### config.mk
export PLATFORM = sky130hd
export DESIGN_NAME = bounding_box_tile_cutter
export DESIGN_NICKNAME = d
export VERILOG_FILES = /design/src/rtl/bbtc_pkg.sv /design/src/rtl/bounding_box_tile_cutter.sv /design/src/rtl/bbtc_lane.sv /design/src/rtl/bbtc_ctrl.sv
export SDC_FILE = /design/constraint.sdc
export NUM_CORES = 2
export LEC_CHECK = 0
export ABC_AREA = 1
export BUFFER_PORTS_ARGS = -buffer_cell sky130_fd_sc_hd__buf_2
export CORE_MARGIN = 8
export CORE_UTILIZATION = 40
export CTS_BUF_LIST = sky130_fd_sc_hd__clkbuf_4
export DETAILED_ROUTE_END_ITERATION = 12
export SETUP_SLACK_MARGIN = 0.1
export SLEW_MARGIN = 10
export SYNTH_ARGS = -nofsm -noshare
export SYNTH_HDL_FRONTEND = slang
export SYNTH_SLANG_ARGS = --single-unit
### constraint.sdc
create_clock -name clk_i -period 20.5 [get_ports clk_i]
set_input_delay 1.025 -clock clk_i [delete_from_list [all_inputs] [get_ports clk_i]]
set_output_delay 1.025 -clock clk_i [all_outputs]
set_load 0.1 [all_outputs]
### src/rtl/bbtc_pkg.sv
// ---------------------------------------------------------------------------
// bbtc_pkg
// Shared types, constants and helpers of the bounding box tile cutter.
// ---------------------------------------------------------------------------
package bbtc_pkg;

  localparam int MaxDims    = 4;
  localparam int CoordPorts = 4;
  localparam int NumLanes   = (MaxDims < CoordPorts) ? MaxDims : CoordPorts;

  localparam int CoordW   = 64;
  localparam int CountW   = 32;
  localparam int BytesW   = 33;
  localparam int DimsW    = 3;
  localparam int LimitW   = 32;
  localparam int CfgIdxW  = 2;
  localparam int CfgDataW = 32;

  localparam logic signed [CoordW-1:0] CoordMax = {1'b0, {(CoordW-1){1'b1}}};
  localparam logic signed [CoordW-1:0] CoordMin = {1'b1, {(CoordW-1){1'b0}}};

  localparam logic [DimsW-1:0]  NumDimsReset   = 3'd2;
  localparam logic [LimitW-1:0] TileLimitReset = 32'd4096;

  typedef enum logic [CfgIdxW-1:0] {
    CfgNumDims   = 2'd0,
    CfgTileLimit = 2'd1
  } cfg_idx_e;

  // per-lane control from the tile controller
  typedef struct packed {
    logic update;
    logic clear;
  } lane_ctrl_t;

  // what the tile controller decided for the current request
  typedef struct packed {
    logic emit;
    logic clear;
  } tile_event_t;

  // effective dimension count: zero counts as one, saturate at the lane count
  function automatic logic [DimsW-1:0] eff_dims(input logic [DimsW-1:0] n);
    logic [DimsW-1:0] r;
    r = n;
    if (n == '0) begin
      r = DimsW'(1);
    end else if (n > DimsW'(NumLanes)) begin
      r = DimsW'(NumLanes);
    end
    return r;
  endfunction

endpackage

### src/rtl/bounding_box_tile_cutter.sv
// ---------------------------------------------------------------------------
// bounding_box_tile_cutter
// Cuts a point stream into fixed-size tiles and reports each tile's box.
// ---------------------------------------------------------------------------
// output: a tile result is registered and is in the output register in the cycle
//   after the request that closes it is accepted
// throughput: one request per cycle unless stalled, set by the min/max compare
//   in each lane and the byte counter compare that feed back into the state
// reset: box cleared, byte and tile counts zero, num_dims = 2,
//   tile_limit_bytes = 4096, output register empty
module bounding_box_tile_cutter (
  input  logic                                clk_i,
  input  logic                                rst_ni,
  // configuration
  input  logic                                cfg_valid,
  output logic                                cfg_ready,
  input  logic [bbtc_pkg::CfgIdxW-1:0]        cfg_index_i,
  input  logic [bbtc_pkg::CfgDataW-1:0]       cfg_data_i,
  // point stream
  input  logic                                in_valid,
  output logic                                in_stall,
  input  logic                                func_i,
  input  logic signed [bbtc_pkg::CoordW-1:0]  coord_a_i,
  input  logic signed [bbtc_pkg::CoordW-1:0]  coord_b_i,
  input  logic signed [bbtc_pkg::CoordW-1:0]  coord_c_i,
  input  logic signed [bbtc_pkg::CoordW-1:0]  coord_d_i,
  // tile results
  output logic                                out_valid,
  input  logic                                out_stall,
  output logic [bbtc_pkg::CountW-1:0]         tile_number_o,
  output logic signed [bbtc_pkg::CoordW-1:0]  low_a_o,
  output logic signed [bbtc_pkg::CoordW-1:0]  low_b_o,
  output logic signed [bbtc_pkg::CoordW-1:0]  low_c_o,
  output logic signed [bbtc_pkg::CoordW-1:0]  low_d_o,
  output logic signed [bbtc_pkg::CoordW-1:0]  high_a_o,
  output logic signed [bbtc_pkg::CoordW-1:0]  high_b_o,
  output logic signed [bbtc_pkg::CoordW-1:0]  high_c_o,
  output logic signed [bbtc_pkg::CoordW-1:0]  high_d_o
);

  localparam int NL = bbtc_pkg::NumLanes;

  logic [bbtc_pkg::DimsW-1:0]  num_dims_q;
  logic [bbtc_pkg::LimitW-1:0] limit_q;
  logic [bbtc_pkg::DimsW-1:0]  dims;
  logic                        accept;

  logic signed [bbtc_pkg::CoordW-1:0] coord   [bbtc_pkg::CoordPorts];
  logic signed [bbtc_pkg::CoordW-1:0] lane_lo [NL];
  logic signed [bbtc_pkg::CoordW-1:0] lane_hi [NL];
  logic signed [bbtc_pkg::CoordW-1:0] low_q   [bbtc_pkg::CoordPorts];
  logic signed [bbtc_pkg::CoordW-1:0] high_q  [bbtc_pkg::CoordPorts];
  logic signed [bbtc_pkg::CoordW-1:0] low_d   [bbtc_pkg::CoordPorts];
  logic signed [bbtc_pkg::CoordW-1:0] high_d  [bbtc_pkg::CoordPorts];

  bbtc_pkg::tile_event_t       tile_ev;
  logic [bbtc_pkg::CountW-1:0] tile_number;
  logic [bbtc_pkg::CountW-1:0] tile_q;
  logic                        out_valid_q, out_valid_d;

  // configuration registers, always ready
  assign cfg_ready = 1'b1;

  always_ff @(posedge clk_i or negedge rst_ni) begin
    if (!rst_ni) begin
      num_dims_q <= bbtc_pkg::NumDimsReset;
      limit_q    <= bbtc_pkg::TileLimitReset;
    end else if (cfg_valid && cfg_ready) begin
      if (cfg_index_i == bbtc_pkg::CfgNumDims) begin
        num_dims_q <= cfg_data_i[bbtc_pkg::DimsW-1:0];
      end else if (cfg_index_i == bbtc_pkg::CfgTileLimit) begin
        limit_q <= cfg_data_i[bbtc_pkg::LimitW-1:0];
      end
    end
  end

  assign dims = bbtc_pkg::eff_dims(num_dims_q);

  // the output register frees up in the same cycle it is taken
  assign in_stall = out_valid_q && out_stall;
  assign accept   = in_valid && !in_stall;

  assign coord[0] = coord_a_i;
  assign coord[1] = coord_b_i;
  assign coord[2] = coord_c_i;
  assign coord[3] = coord_d_i;

  bbtc_ctrl u_ctrl (
    .clk_i         (clk_i),
    .rst_ni        (rst_ni),
    .accept_i      (accept),
    .func_i        (func_i),
    .dims_i        (dims),
    .limit_i       (limit_q),
    .event_o       (tile_ev),
    .tile_number_o (tile_number)
  );

  for (genvar i = 0; i < NL; i++) begin : g_lane
    bbtc_pkg::lane_ctrl_t lane_ctrl;

    assign lane_ctrl.update = accept && !func_i && (bbtc_pkg::DimsW'(i) < dims);
    assign lane_ctrl.clear  = tile_ev.clear;

    bbtc_lane u_lane (
      .clk_i   (clk_i),
      .rst_ni  (rst_ni),
      .ctrl_i  (lane_ctrl),
      .coord_i (coord[i]),
      .low_o   (lane_lo[i]),
      .high_o  (lane_hi[i])
    );
  end

  // merge: unused dimensions read zero
  for (genvar i = 0; i < bbtc_pkg::CoordPorts; i++) begin : g_merge
    if (i < NL) begin : g_used
      assign low_d[i]  = (bbtc_pkg::DimsW'(i) < dims) ? lane_lo[i] : '0;
      assign high_d[i] = (bbtc_pkg::DimsW'(i) < dims) ? lane_hi[i] : '0;
    end else begin : g_none
      assign low_d[i]  = '0;
      assign high_d[i] = '0;
    end
  end

  always_comb begin
    if (tile_ev.emit) begin
      out_valid_d = 1'b1;
    end else if (out_stall) begin
      out_valid_d = out_valid_q;
    end else begin
      out_valid_d = 1'b0;
    end
  end

  always_ff @(posedge clk_i or negedge rst_ni) begin
    if (!rst_ni) begin
      out_valid_q <= 1'b0;
    end else begin
      out_valid_q <= out_valid_d;
    end
  end

  always_ff @(posedge clk_i) begin
    if (tile_ev.emit) begin
      tile_q <= tile_number;
      low_q  <= low_d;
      high_q <= high_d;
    end
  end

  assign out_valid     = out_valid_q;
  assign tile_number_o = tile_q;
  assign low_a_o       = low_q[0];
  assign low_b_o       = low_q[1];
  assign low_c_o       = low_q[2];
  assign low_d_o       = low_q[3];
  assign high_a_o      = high_q[0];
  assign high_b_o      = high_q[1];
  assign high_c_o      = high_q[2];
  assign high_d_o      = high_q[3];

  // an empty output register never holds back the point stream
  a_no_stall_when_empty : assert property (
    @(posedge clk_i) disable iff (!rst_ni) !out_valid_q |-> !in_stall
  ) else $error("input stalled with empty output register");

  // a new result only follows an accepted request
  a_result_from_request : assert property (
    @(posedge clk_i) disable iff (!rst_ni) $rose(out_valid) |-> $past(accept)
  ) else $error("result appeared without a request");

  // a finish request restarts the tile numbering
  a_finish_clears_count : assert property (
    @(posedge clk_i) disable iff (!rst_ni) (accept && func_i) |=> (tile_number == '0)
  ) else $error("tile number not cleared after finish");

  // a closed tile leaves the box empty behind it, unless a point enters at once
  a_close_clears_box : assert property (
    @(posedge clk_i) disable iff (!rst_ni)
    (accept && tile_ev.emit) |=> (lane_lo[0] == bbtc_pkg::CoordMax || (accept && !func_i))
  ) else $error("box not cleared after tile close");

endmodule

### src/rtl/bbtc_lane.sv
// ---------------------------------------------------------------------------
// bbtc_lane
// One dimension of the bounding box: running signed minimum and maximum.
// ---------------------------------------------------------------------------
module bbtc_lane (
  input  logic                                 clk_i,
  input  logic                                 rst_ni,
  input  bbtc_pkg::lane_ctrl_t                 ctrl_i,
  input  logic signed [bbtc_pkg::CoordW-1:0]   coord_i,
  output logic signed [bbtc_pkg::CoordW-1:0]   low_o,
  output logic signed [bbtc_pkg::CoordW-1:0]   high_o
);

  logic signed [bbtc_pkg::CoordW-1:0] min_q, min_d;
  logic signed [bbtc_pkg::CoordW-1:0] max_q, max_d;

  // box including the current point, seen by the merge stage
  always_comb begin
    low_o  = min_q;
    high_o = max_q;
    if (ctrl_i.update) begin
      if (coord_i < min_q) begin
        low_o = coord_i;
      end
      if (coord_i > max_q) begin
        high_o = coord_i;
      end
    end
  end

  always_comb begin
    if (ctrl_i.clear) begin
      min_d = bbtc_pkg::CoordMax;
      max_d = bbtc_pkg::CoordMin;
    end else begin
      min_d = low_o;
      max_d = high_o;
    end
  end

  always_ff @(posedge clk_i or negedge rst_ni) begin
    if (!rst_ni) begin
      min_q <= bbtc_pkg::CoordMax;
      max_q <= bbtc_pkg::CoordMin;
    end else begin
      min_q <= min_d;
      max_q <= max_d;
    end
  end

endmodule

### src/rtl/bbtc_ctrl.sv
// ---------------------------------------------------------------------------
// bbtc_ctrl
// Tile byte counter, tile close decision and tile sequence number.
// ---------------------------------------------------------------------------
module bbtc_ctrl (
  input  logic                            clk_i,
  input  logic                            rst_ni,
  input  logic                            accept_i,
  input  logic                            func_i,
  input  logic [bbtc_pkg::DimsW-1:0]      dims_i,
  input  logic [bbtc_pkg::LimitW-1:0]     limit_i,
  output bbtc_pkg::tile_event_t           event_o,
  output logic [bbtc_pkg::CountW-1:0]     tile_number_o
);

  logic [bbtc_pkg::BytesW-1:0] bytes_q, bytes_d, bytes_sum;
  logic [bbtc_pkg::CountW-1:0] count_q, count_d;

  // eight bytes per dimension in use
  assign bytes_sum = bytes_q + bbtc_pkg::BytesW'({dims_i, 3'b000});

  always_comb begin
    event_o.emit  = 1'b0;
    event_o.clear = 1'b0;
    if (accept_i) begin
      if (func_i) begin
        event_o.emit  = (bytes_q != '0);
        event_o.clear = 1'b1;
      end else begin
        event_o.emit  = (bytes_sum >= bbtc_pkg::BytesW'(limit_i));
        event_o.clear = event_o.emit;
      end
    end
  end

  always_comb begin
    bytes_d = bytes_q;
    count_d = count_q;
    if (accept_i) begin
      if (event_o.clear) begin
        bytes_d = '0;
      end else begin
        bytes_d = bytes_sum;
      end
      if (func_i) begin
        count_d = '0;
      end else if (event_o.emit) begin
        count_d = count_q + bbtc_pkg::CountW'(1);
      end
    end
  end

  assign tile_number_o = count_q;

  always_ff @(posedge clk_i or negedge rst_ni) begin
    if (!rst_ni) begin
      bytes_q <= '0;
      count_q <= '0;
    end else begin
      bytes_q <= bytes_d;
      count_q <= count_d;
    end
  end

endmodule

# After elaboration in Yosys (flattened, before gate mapping)
# Cells that the tools add are included.
# classes
n_reduce_logical	16
addsub	2
n_eq_ne	2
n_bitwise	1
muxes	33
magnitude_cmp	14
# op_table
op	n
64-bit 2-to-1 mux	24
64-bit greater-than comparator	4
64-bit < comparator	4
32-bit 2-to-1 mux	2
33-bit by 6-bit adder with 33-bit output	1
33-bit by 32-bit greater-or-equal comparator with 1-bit output	1
33-bit 2-to-1 mux	1
33-bit nonzero test	1
32-bit by 1-bit adder with 32-bit output (second input constant)	1
1-bit logical AND	7
1-bit by 3-bit < comparator with 1-bit output (first input constant)	2
2-bit by 3-bit < comparator with 1-bit output (first input constant)	2
3-bit 2-to-1 mux	2
2-bit 2-to-1 mux	2
2-bit AND reduction	2
3-bit greater-than comparator (second input constant)	1
3-bit logical NOT	1
3-bit AND reduction	1
2-bit by 1-bit == test with 1-bit output (second input constant)	1
1-bit logical NOT	2
2-bit logical NOT	1
1-bit 2-to-1 mux	2
2-bit by 1-bit != test with 1-bit output (second input constant)	1
2-bit nonzero test	1
1-bit NOT	1
# totals
regBits	1157
inputBits	296

# Depth between registers and ports, before layout
# depth
ltp_word	9
ltp_mapped	32
ltp_nobuf	29

# Modules after synthesis
# A second synthesis with hierarchy kept.
# hier_totals
hier_cells	7864
area_unflattened_um2	68069.0
# by_module_without_submodules
mod	instances	cells_per_inst	area_per_inst_um2
bbtc_lane	4	1362	10324.9
bounding_box_tile_cutter	1	1661	21610.7
bbtc_ctrl	1	755	5158.7

# Worst setup path before layout
# No wires, ideal clock.
# synth_timing
kind	register to register
start	register num_dims_q[2] (netlist bit)
end	register high_q (netlist bit high_a_o[0]) (enable)
path_stages_with_launch	31
setup_slack_ps	5215
arrival_ps	14397
required_ps	19612
path_cell_list	dfrtp_1 inv_1 clkbuf_1 o21a_1 ha_1 inv_1 fa_1 inv_1 nand2_1 a21oi_1 nand2_1 nor2_1 nand2_1 nor2_1 nand2_1 nand2_1 inv_1 ha_1 nand4_1 nor3_1 nand2_1 nand3_1 nand2_1 nand2_1 nand2_1 nand2_1 nand2_1 nand2_1 clkbuf_1 nand3_1 inv_1
# synth_via
elab_chain_cells	7
elab_cells_between_ends	8
classes_between	add/sub (1); order compare (2); mux (4); reduce/logical (1)
# synth_rtl
element	line_no	text
start, declared	bounding_box_tile_cutter.sv:43	logic [bbtc_pkg::DimsW-1:0] num_dims_q;
start signal, assigned	bounding_box_tile_cutter.sv:66	num_dims_q <= bbtc_pkg::NumDimsReset;
start signal, assigned	bounding_box_tile_cutter.sv:70	num_dims_q <= cfg_data_i[bbtc_pkg::DimsW-1:0];
3-bit greater-than comparator	bbtc_pkg.sv:48	end else if (n > DimsW'(NumLanes)) begin
3-bit 2-to-1 mux	bbtc_pkg.sv:48	
3-bit 2-to-1 mux (*)	bbtc_pkg.sv:46	if (n == '0) begin
33-bit by 6-bit adder with 33-bit output (*)	bbtc_ctrl.sv:20	assign bytes_sum = bytes_q + bbtc_pkg::BytesW'({dims_i, 3'b000});
33-bit by 32-bit greater-or-equal comparator with 1-bit output (*)	bbtc_ctrl.sv:30	event_o.emit = (bytes_sum >= bbtc_pkg::BytesW'(limit_i));
2-bit 2-to-1 mux (*)	bbtc_ctrl.sv:26	if (func_i) begin
2-bit 2-to-1 mux (*)	bbtc_ctrl.sv:25	if (accept_i) begin
end signal, assigned	bounding_box_tile_cutter.sv:148	high_q <= high_d;
end, declared	bounding_box_tile_cutter.sv:52	logic signed [bbtc_pkg::CoordW-1:0] high_q [bbtc_pkg::CoordPorts];
# Every way passes the cells marked *; elsewhere a longest branch is shown, timed or not.
# A chain may end at the register's enable or synchronous reset.

# Final worst setup path
# layout_timing
start	register num_dims_q[2] (netlist bit)
end	register g_lane[2].u_lane.max_q[39] (netlist bit)
# layout_via
elab_chain_cells	8
elab_cells_between_ends	12
classes_between	add/sub (1); order compare (3); mux (6); reduce/logical (2)
# layout_rtl
element	line_no	text
3-bit greater-than comparator	bbtc_pkg.sv:48	
3-bit 2-to-1 mux	bbtc_pkg.sv:48	
3-bit 2-to-1 mux (*)	bbtc_pkg.sv:46	
33-bit by 6-bit adder with 33-bit output	bbtc_ctrl.sv:20	
33-bit by 32-bit greater-or-equal comparator with 1-bit output	bbtc_ctrl.sv:30	
2-bit 2-to-1 mux	bbtc_ctrl.sv:26	
2-bit 2-to-1 mux	bbtc_ctrl.sv:25	
64-bit 2-to-1 mux (*)	bbtc_lane.sv:32	if (ctrl_i.clear) begin
net g_lane[2].u_lane.max_d (one bit)	bbtc_lane.sv:15	logic signed [bbtc_pkg::CoordW-1:0] max_q, max_d;
end signal, assigned	bbtc_lane.sv:44	max_q <= bbtc_pkg::CoordMin;
end signal, assigned	bbtc_lane.sv:47	max_q <= max_d;
end, declared	bbtc_lane.sv:15	
# The timed path passes the listed nets; every way through them passes the cells marked *.

==> impl_metrics.json <==
{
  "max_freq_mhz": 125,
  "initial_core_util_pct": 40.3,
  "post_dp_cell_area_mm2": 0.0681,
  "grt_usage_pct": 24.3,
  "insertion_delay_ps": 1380,
  "coreArea_mm2": 0.154,
  "dieWidth_um": 410,
  "yosys_warnings": 0,
  "syn-cell-area_mm2": 0.0621,
  "worstSetupEndpointType": "register",
  "gp_congestion": 0.917,
  "r2r_slack_ps": 12510,
  "setup_ws_ps": 12510,
  "run_status": "finished, final reports clean",
  "synth_top_cell_area_share_pct": 26.3,
  "final_common_cell": "nand2_1",
  "grt_setup_unrepaired": "no",
  "finalClockSkew_ps": 130,
  "async_reset_ff_share_pct": 52.9,
  "wl_um": 212000,
  "num_rows": 144,
  "synth_area_leader_cell": "edfxtp_1",
  "crit_arrival_ps": 9150,
  "crit_fanout": 102,
  "layout.cells.most_common_list": "1849 x nand2_1, 1057 x inv_1, 868 x nor2_1, 840 x buf_2, 544 x edfxtp_1",
  "grt_max_degree": 167,
  "total_power_w": 0.00873,
  "start_kind": "register",
  "clock_sinks": 1154,
  "layout.cells.non_filler": 10700,
  "path_common_cell": "nand2_1",
  "dpl.hpwl_um": 146000,
  "rr_worst_depth": 32,
  "path_buf_inv": 8,
  "ctsHtreeMaxLevel": 5,
  "overflow": 0,
  "port_buffers": 841,
  "cts.clk_slew.worst_paths_ps": 60,
  "drc": 0,
  "layout-drive-gt1-share_pct": 20.2,
  "syn2layout_area_growth_pct": 20.8,
  "cts_tree": "done",
  "cts_made_buffers": 338,
  "finalCritPeriodShare_pct": 39.0,
  "power_density_mw_per_mm2": 116,
  "grt_pass1_wl_um": 322000,
  "synth.distinct_cells": 43,
  "fin_crit_ps": 7990,
  "path_class": "register to register",
  "setup_violations": 0,
  "ys_ff_latch": 1154,
  "ant_nets": 0,
  "die_y_um": 410,
  "layout.nets": 9164,
  "r2r_start": "num_dims_q[2]",
  "setup.worst_path.start": "num_dims_q[2]",
  "vdd_drop_max_mv": 0.0833,
  "grt_pass1_vias": 54000,
  "routedWlPerCell_um": 19.9,
  "synthesis.nets": 8009,
  "dr.pass1.iters": 6,
  "synth-edff-count": 544,
  "postSynthAreaPerCell_um2": 8.66,
  "endpoint": "g_lane[2].u_lane.max_q[39]",
  "cts_resized": 0,
  "antenna_found_initial": 44,
  "yosys_most_used_dff": "edfxtp_1",
  "slowest_stage": "buf_4",
  "worstHoldPathType": "input port to register",
  "root_buffer": "clkbuf_4",
  "cts_buffer_depth": 4,
  "fin_tns_setup_ps": 0,
  "vias": 54100,
  "slew_headroom_pct": 26.3,
  "max_stage_delay_ps": 810,
  "yosys-top-cells-area": "edfxtp_1 26%, dfrtp_1 14%, nand2_1 11%",
  "ios": 843,
  "worstMarginPinSlew_ps": 1110,
  "preCtsSetupSlack_ps": 12420,
  "vias_per_cell": 5.08,
  "drtIter0Drc": 4374,
  "dp.cells": 9776,
  "dieArea_mm2": 0.168,
  "cp.required_ps": 21660,
  "syn_inst": 7171,
  "ys_seq_area_share_pct": 51.4,
  "reg2reg_to": "g_lane[2].u_lane.max_q[39]",
  "crit_cells": 32,
  "p_leak_nw": 39.0,
  "hold_violations": 0,
  "crit_family": "buffers and inverters",
  "stdcell_area_mm2": 0.0750,
  "drv_slew": 0,
  "cap_violations": 0
}
## cell type report
type                    count  area (um^2)
clock buffers             523         3930
well taps                2044         2560
diodes                     31         77.6
flip-flops and latches   1154        31900
inverters                1065         4020
multi-input cells        4624        24900
fillers                 14900        79200
clock inverters            76          394
repair buffers           1143         7180
## kinds of logic after synthesis
group	after synthesis	synth area share [%]
other	1	0.00604
buffers and inverters	1393	8.85
and+or+nand+nor	3581	24.4
xor gates and xnor gates	39	0.550
AOI/OAI and AO/OA	460	3.87
muxes	1	0.0161
adders and majority gates	542	10.9
DFF	1154	51.4
## cell usage after synthesis, types with 2 or more instances
cell	instances
a31oi_1	4
nor2_1	873
o21bai_1	3
nor4_1	31
a21oi_1	289
dfstp_2	258
o21ai_0	130
o21a_1	6
o211ai_1	7
edfxtp_1	544
a22oi_1	4
nand2_1	1859
inv_1	1059
xnor2_1	12
or2_2	5
a21boi_0	2
buf_4	19
a41oi_1	3
buf_6	23
nand3b_1	2
nand3_1	307
inv_2	6
ha_1	541
nor3_1	56
nand4_1	435
buf_2	18
buf_1	47
nor2_4	2
clkbuf_1	221
nand2_2	2
xor2_1	27
dfrtp_1	352
a21o_1	9
nor3b_1	6
## per-stage QoR
stage	utilization [%]	hold slack [ps]
finish	48.6	156
global route	48.6	52.2
CTS	48.6	0.421
detailed placement	44.1	468
global placement	44.1	461
floorplan	-	445
## worst min-delay path by stage
stage	from	to	slack, ps	depth (start not counted)
3_3_place_gp	limit_q[1]	limit_q[1]	460	2
4_1_cts	coord_d_i[37]	g_lane[3].u_lane.min_q[37]	0.4	5
6_report	cfg_data_i[0]	limit_q[0]	160	3
3_5_place_dp	limit_q[1]	limit_q[1]	470	2
5_1_grt	coord_b_i[7]	g_lane[1].u_lane.max_q[7]	50	5
2_1_floorplan	limit_q[2]	limit_q[2]	450	2
## flip-flops by register name, indices dropped and copies added, names as in the netlist
name	cells
tile_number_o	32
high_c_o	64
high_a_o	64
u_ctrl.tile_number_o	32
out_valid	1
num_dims_q	3
high_d_o	64
low_b_o	64
g_lane.u_lane.max_q	256
low_a_o	64
limit_q	32
u_ctrl.bytes_q	30
g_lane.u_lane.min_q	256
low_c_o	64
low_d_o	64
high_b_o	64
## power breakdown
group / internal (W) / total (W) / switching, W
registers: 0.00302 / 0.00319 / 0.000165
logic: 0.000736 / 0.00331 / 0.00257
clock network: 0.00120 / 0.00224 / 0.00103
total: 0.00497 / 0.00873 / 0.00377
## timing repair
item	in CTS	in global routing
endpoints found under the hold margin	485	0
hold buffers	254	0
setup buffers	0	0
setup endpoints to repair	0	0
## worst register-to-register path, delay by kind of cell, from the launching register on
| kind | cells | cell delay [ps] |
|---|---|---|
| buffers and inverters | 8 | 3320 |
| flip-flops | 1 | 500 |
| adder cells (fa/ha/maj) | 3 | 820 |
| AND/OR/NAND/NOR | 19 | 2750 |
| AO/OA/AOI/OAI | 2 | 500 |
## routing by layer
layer  up-vias  part of all wire [%]  global-route usage, %  wire length [um]
met5         -                  0.10                      0               220
met4        32                   3.3                   9.09              7070
met3       420                   8.7                   6.73             18300
met2      2150                    46                   39.2             98100
met1     25700                    42                   31.3             87900
li1      25900                     -                      -                 -
No activity file was read; power rests on OpenSTA's default activity.
